**src/design/ctc_pkg.sv**
```systemverilog
// shared types and constants of the cosine threshold compare block
`default_nettype none
package ctc_pkg;

  localparam int ELEM_W   = 32;
  localparam int ACC_W    = 76;
  localparam int CFG_W    = 16;
  localparam int LIMB_W   = 32;
  localparam int LIMBS    = 6;
  localparam int B_LIMBS  = 3;
  localparam int MUL_W    = LIMBS * LIMB_W;
  localparam int MULB_W   = B_LIMBS * LIMB_W;
  localparam int LIMB_IW  = 3;
  localparam int ROW_IW   = 2;
  localparam int CFG_IW   = 2;

  localparam logic [CFG_W-1:0] NUM_RESET = 16'd999;
  localparam logic [CFG_W-1:0] DEN_RESET = 16'd1000;

  localparam logic [CFG_IW-1:0] CFG_IDX_NUM  = 2'd0;
  localparam logic [CFG_IW-1:0] CFG_IDX_DEN  = 2'd1;
  localparam logic [CFG_IW-1:0] CFG_IDX_LESS = 2'd2;

  typedef struct packed {
    logic signed [ELEM_W-1:0] elem_first;
    logic signed [ELEM_W-1:0] elem_second;
    logic                     last_element;
  } in_beat_t;

  typedef struct packed {
    logic test_true;
    logic zero_norm;
  } out_beat_t;

  typedef enum logic [2:0] {
    ST_ACCUM,
    ST_DRAIN,
    ST_CHECK,
    ST_LOAD,
    ST_MUL,
    ST_RESULT
  } ctc_state_t;

  // operand loads of the four wide multiplications
  typedef enum logic [1:0] {
    LD_DOT_SQ,
    LD_LHS_K,
    LD_NORMS,
    LD_RHS_K
  } ld_sel_t;

  typedef struct packed {
    logic               in_take;
    logic               acc_clear;
    logic               op_load;
    ld_sel_t            ld_sel;
    logic               mul_en;
    logic               row_start;
    logic [LIMB_IW-1:0] limb_i;
    logic [ROW_IW-1:0]  limb_j;
    logic               out_load;
    logic               out_zero;
  } ctc_cmd_t;

  typedef struct packed {
    logic zero_norm;
  } ctc_sts_t;

endpackage
`default_nettype wire

```
**src/design/ctc_ctrl.sv**
```systemverilog
// controller: beat acceptance, multiply sequencing and output handshake
`default_nettype none
module ctc_ctrl import ctc_pkg::*; (
  input  wire logic     clk,
  input  wire logic     rst_n,
  input  wire logic     in_valid,
  input  wire logic     in_last,
  output logic          in_stall,
  output logic          out_valid,
  input  wire logic     out_stall,
  input  wire ctc_sts_t sts,
  output ctc_cmd_t      cmd
);

  ctc_state_t         state_r, state_nxt;
  ld_sel_t            step_r, step_nxt;
  logic [LIMB_IW-1:0] i_r, i_nxt;
  logic [ROW_IW-1:0]  j_r, j_nxt;
  logic               zero_r, zero_nxt;
  logic               out_valid_r, out_valid_nxt;
  logic [LIMB_IW-1:0] row_end;

  always_ff @(posedge clk) begin
    if (!rst_n) begin
      state_r     <= ST_ACCUM;
      step_r      <= LD_DOT_SQ;
      i_r         <= '0;
      j_r         <= '0;
      zero_r      <= 1'b0;
      out_valid_r <= 1'b0;
    end else begin
      state_r     <= state_nxt;
      step_r      <= step_nxt;
      i_r         <= i_nxt;
      j_r         <= j_nxt;
      zero_r      <= zero_nxt;
      out_valid_r <= out_valid_nxt;
    end
  end

  // last limb of the current row, product truncated to the result width
  assign row_end = LIMB_IW'(LIMBS - 1) - LIMB_IW'(j_r);

  always_comb begin
    state_nxt     = state_r;
    step_nxt      = step_r;
    i_nxt         = i_r;
    j_nxt         = j_r;
    zero_nxt      = zero_r;
    cmd           = '0;
    cmd.ld_sel    = step_r;
    cmd.limb_i    = i_r;
    cmd.limb_j    = j_r;
    cmd.out_zero  = zero_r;
    in_stall      = 1'b1;

    case (state_r)
      ST_ACCUM: begin
        in_stall    = 1'b0;
        cmd.in_take = in_valid;
        if (in_valid && in_last) begin
          state_nxt = ST_DRAIN;
        end
      end
      ST_DRAIN: begin
        state_nxt = ST_CHECK;
      end
      ST_CHECK: begin
        zero_nxt = sts.zero_norm;
        step_nxt = LD_DOT_SQ;
        if (sts.zero_norm) begin
          state_nxt = ST_RESULT;
        end else begin
          state_nxt = ST_LOAD;
        end
      end
      ST_LOAD: begin
        cmd.op_load = 1'b1;
        i_nxt       = '0;
        j_nxt       = '0;
        state_nxt   = ST_MUL;
      end
      ST_MUL: begin
        cmd.mul_en    = 1'b1;
        cmd.row_start = (i_r == '0);
        if (i_r == row_end) begin
          i_nxt = '0;
          if (j_r == ROW_IW'(B_LIMBS - 1)) begin
            case (step_r)
              LD_DOT_SQ: begin
                step_nxt  = LD_LHS_K;
                state_nxt = ST_LOAD;
              end
              LD_LHS_K: begin
                step_nxt  = LD_NORMS;
                state_nxt = ST_LOAD;
              end
              LD_NORMS: begin
                step_nxt  = LD_RHS_K;
                state_nxt = ST_LOAD;
              end
              default: begin
                state_nxt = ST_RESULT;
              end
            endcase
          end else begin
            j_nxt = j_r + ROW_IW'(1);
          end
        end else begin
          i_nxt = i_r + LIMB_IW'(1);
        end
      end
      ST_RESULT: begin
        if (!out_valid_r || !out_stall) begin
          cmd.out_load  = 1'b1;
          cmd.acc_clear = 1'b1;
          state_nxt     = ST_ACCUM;
        end
      end
      default: begin
        state_nxt = ST_ACCUM;
      end
    endcase
  end

  always_comb begin
    out_valid_nxt = out_valid_r;
    if (cmd.out_load) begin
      out_valid_nxt = 1'b1;
    end else if (out_valid_r && !out_stall) begin
      out_valid_nxt = 1'b0;
    end
  end

  assign out_valid = out_valid_r;

endmodule
`default_nettype wire

```
**config.mk**
```make
export PLATFORM = sky130hd
export DESIGN_NAME = ctc_ctrl
export DESIGN_NICKNAME = d
export VERILOG_FILES = /design/src/design/ctc_pkg.sv /design/src/design/ctc_ctrl.sv
export SDC_FILE = /design/constraint.sdc
export NUM_CORES = 1
export LEC_CHECK = 0
export ABC_AREA = 1
export BUFFER_PORTS_ARGS = -buffer_cell sky130_fd_sc_hd__buf_4
export CAP_MARGIN = 25
export CELL_PAD_IN_SITES_DETAIL_PLACEMENT = 1
export CELL_PAD_IN_SITES_GLOBAL_PLACEMENT = 1
export CORE_MARGIN = 3
export CORE_UTILIZATION = 37
export DETAILED_ROUTE_END_ITERATION = 10
export PLACE_DENSITY_LB_ADDON = 0.1
export REMOVE_ABC_BUFFERS = 1
export SYNTH_ARGS = -nofsm -noshare
export SYNTH_HDL_FRONTEND = slang
export SYNTH_SLANG_ARGS = --single-unit
```
**constraint.sdc**
```tcl
create_clock -name clk -period 3.28 [get_ports clk]
set_clock_uncertainty 0.1 [all_clocks]
set_input_delay 0.492 -clock clk [delete_from_list [all_inputs] [get_ports clk]]
set_output_delay 0.492 -clock clk [all_outputs]
set_load 0.02 [all_outputs]
```
==> metrics.cfg <==
[run_status]
outcome=complete, no violations

[floorplanning]
placementRows=16
die-area_um2=2800
core_area_um2=2020
io_pins=22
start_util_pct=40.3
die_w_um=53.0
die_h_um=53.0

[placement]
dp_hpwl_um=1790
io_buffer_count=21
gp_congestion=0.786
place_inst=168
placed_cell_area_um2=985
pre_cts_ws_ns=1.64

[sta]
relSlewSlack_pct=82.3
min_period_over_period_pct=57.6
holdWs_ns=0.392
fin_crit_ns=1.89
setup_tns_ns=0
rsz0062_at_grt=false
setup_violations=0
max_freq_ghz=0.530
postLayoutSetupSlackWorst_ns=1.39
slew_viol_final=0
hold_violations=0
tightestPinTransition_ns=0.265

[route]
vias_per_cell=4.80
wl_per_cell_um=12.6
dr.pass1.iters=4
antenna_left=0
vias=826
drc=0
initialDrtViolationCount=8
wirelength_um=2160

[clock_network]
hold_buffers=0
cts_resized=0
clock_path_buffers=2
path_clk_slew_ns=0.08
ctsRootBufferMaster=clkbuf_4
numCtsBuffers=3
post_cts_buffers=0
h-tree-depth=1
clk_latency_ns=0.27
cts_sinks=12
cts_tree=yes

[power_and_ir_drop]
ir_worst_vdd_v=0.000446
power_density_nw_per_um2=925
power.leakage_nw=0.557
power.total_uw=945

[critical_path]
cp.arrival_ns=1.30
crit_type=reg -> out
endpoint_kind=primary output
crit_required_ns=2.69
cp_max_fo=6
cp-start-kind=register

[job]
drv_cap=0

[synth]
yosys.area_share.simple_pct=38.3
synth-xor-area-share_pct=2.15
muxShareOfSynthArea_pct=0
synth_fa_ha_area_share_pct=10.7
synth-compound-area-share_pct=5.52
synth_seq_area_share_pct=29.4
synth_most_common_cell=nand2_1
synthArstFlopShare_pct=0
synth_cell_type_count=19
netlist_instances=123
synth_top_family_by_area=simple AND/OR/NAND/NOR gates
avgSynthCellArea_um2=6.63
synth_edf_count=0
synthFlopType=dfxtp_1
ys_top_cells_by_area=dfxtp_1 29%, nand2_1 11%, ha_1 11%, nor2_1 10%, inv_1 9.7%
synth-seq-cells=12
synthTopCellsByCount=24 x nand2_1, 22 x nor2_1, 21 x inv_1
synth_top_area_cell=dfxtp_1
yosysWarningCount=0
synth_area_um2=816
synth_top_area_share_pct=29.4

[min_path]
hold_path_class=reg -> reg

[grt]
antenna_found_initial=0
grt_pass1_vias=830
grt_max_degree=10
grt-ovfl-total=0
grt_usage_pct=18.1
grt_first_pass_wirelength_um=3730

[final_layout]
finalInstanceArea_um2=1020
syn_to_final_growth_pct=25.2
drive_gt1_share_pct=24.1
antennaDiodeCount=0
utilization_pct=50.5
fin_cells=172
fin_nets=159
fillers=283

metal layers:
metal | track usage [%] | share of wire, % | wire length, µm | up-vias
met2 | 30.6 | 50 | 1080 | 12
met1 | 22.8 | 46 | 992 | 398
met4 | 2.55 | 0 | 0 | 0
li1 | - | - | - | 416
met3 | 5.92 | 3.9 | 84 | 0
met5 | 0 | 0 | 0 | -
sequential cells by signal, indices dropped and copies added, names as in the netlist:
name,flops
i_r,3
state_r,3
j_r,2
step_r,2
out_valid,1
zero_r,1
final timing paths:
| check | from | end | slack, ns | cells after the start |
|---|---|---|---|---|
| max | state_r[2] | cmd[12] | 1.39 | 3 |
| min | zero_r | zero_r | 0.39 | 2 |
| max reg2reg | step_r[0] | step_r[0] | 1.65 | 9 |
| min reg2reg | zero_r | zero_r | 0.39 | 2 |
where the power goes:
group	total (mW)	leakage [nW]	switching, mW	internal (mW)
logic	0.571	0.438	0.358	0.213
clock network	0.121	0.0210	0.0537	0.0675
registers	0.253	0.0978	0.0637	0.189
total	0.945	0.557	0.475	0.469
worst max-delay path, stage by stage, from the launching register on:
cell	delay, ns
dfxtp_1	0.47
nand3_1	0.17
a21oi_1	0.20
buf_4	0.18
placed cells by master, fill, tap and decap left out, types with 6 or more instances in the layout:
cell type	n
buf_4	21
a21oi_1	6
ha_1	7
nand2_1	24
inv_1	21
dfxtp_1	12
nor2_1	22
nand3_1	7
logic make-up after synthesis:
group,count (synthesis)
buffers and inverters,27
adders and majority gates,7
xor gates and xnor gates,2
AOI/OAI and AO/OA,9
and+or+nand+nor,66
DFF,12
layout make-up:
cell class	instances	area, µm²	share of cell area [%]
Clock buffer	4	36.3	3.55
Inverter	24	90.1	8.82
Sequential cell	12	240	23.5
Tap cell	27	33.8	3.31
Multi-Input combinational cell	84	463	45.3
Timing Repair Buffer	21	158	15.4
(Power assumes the default switching activity.)
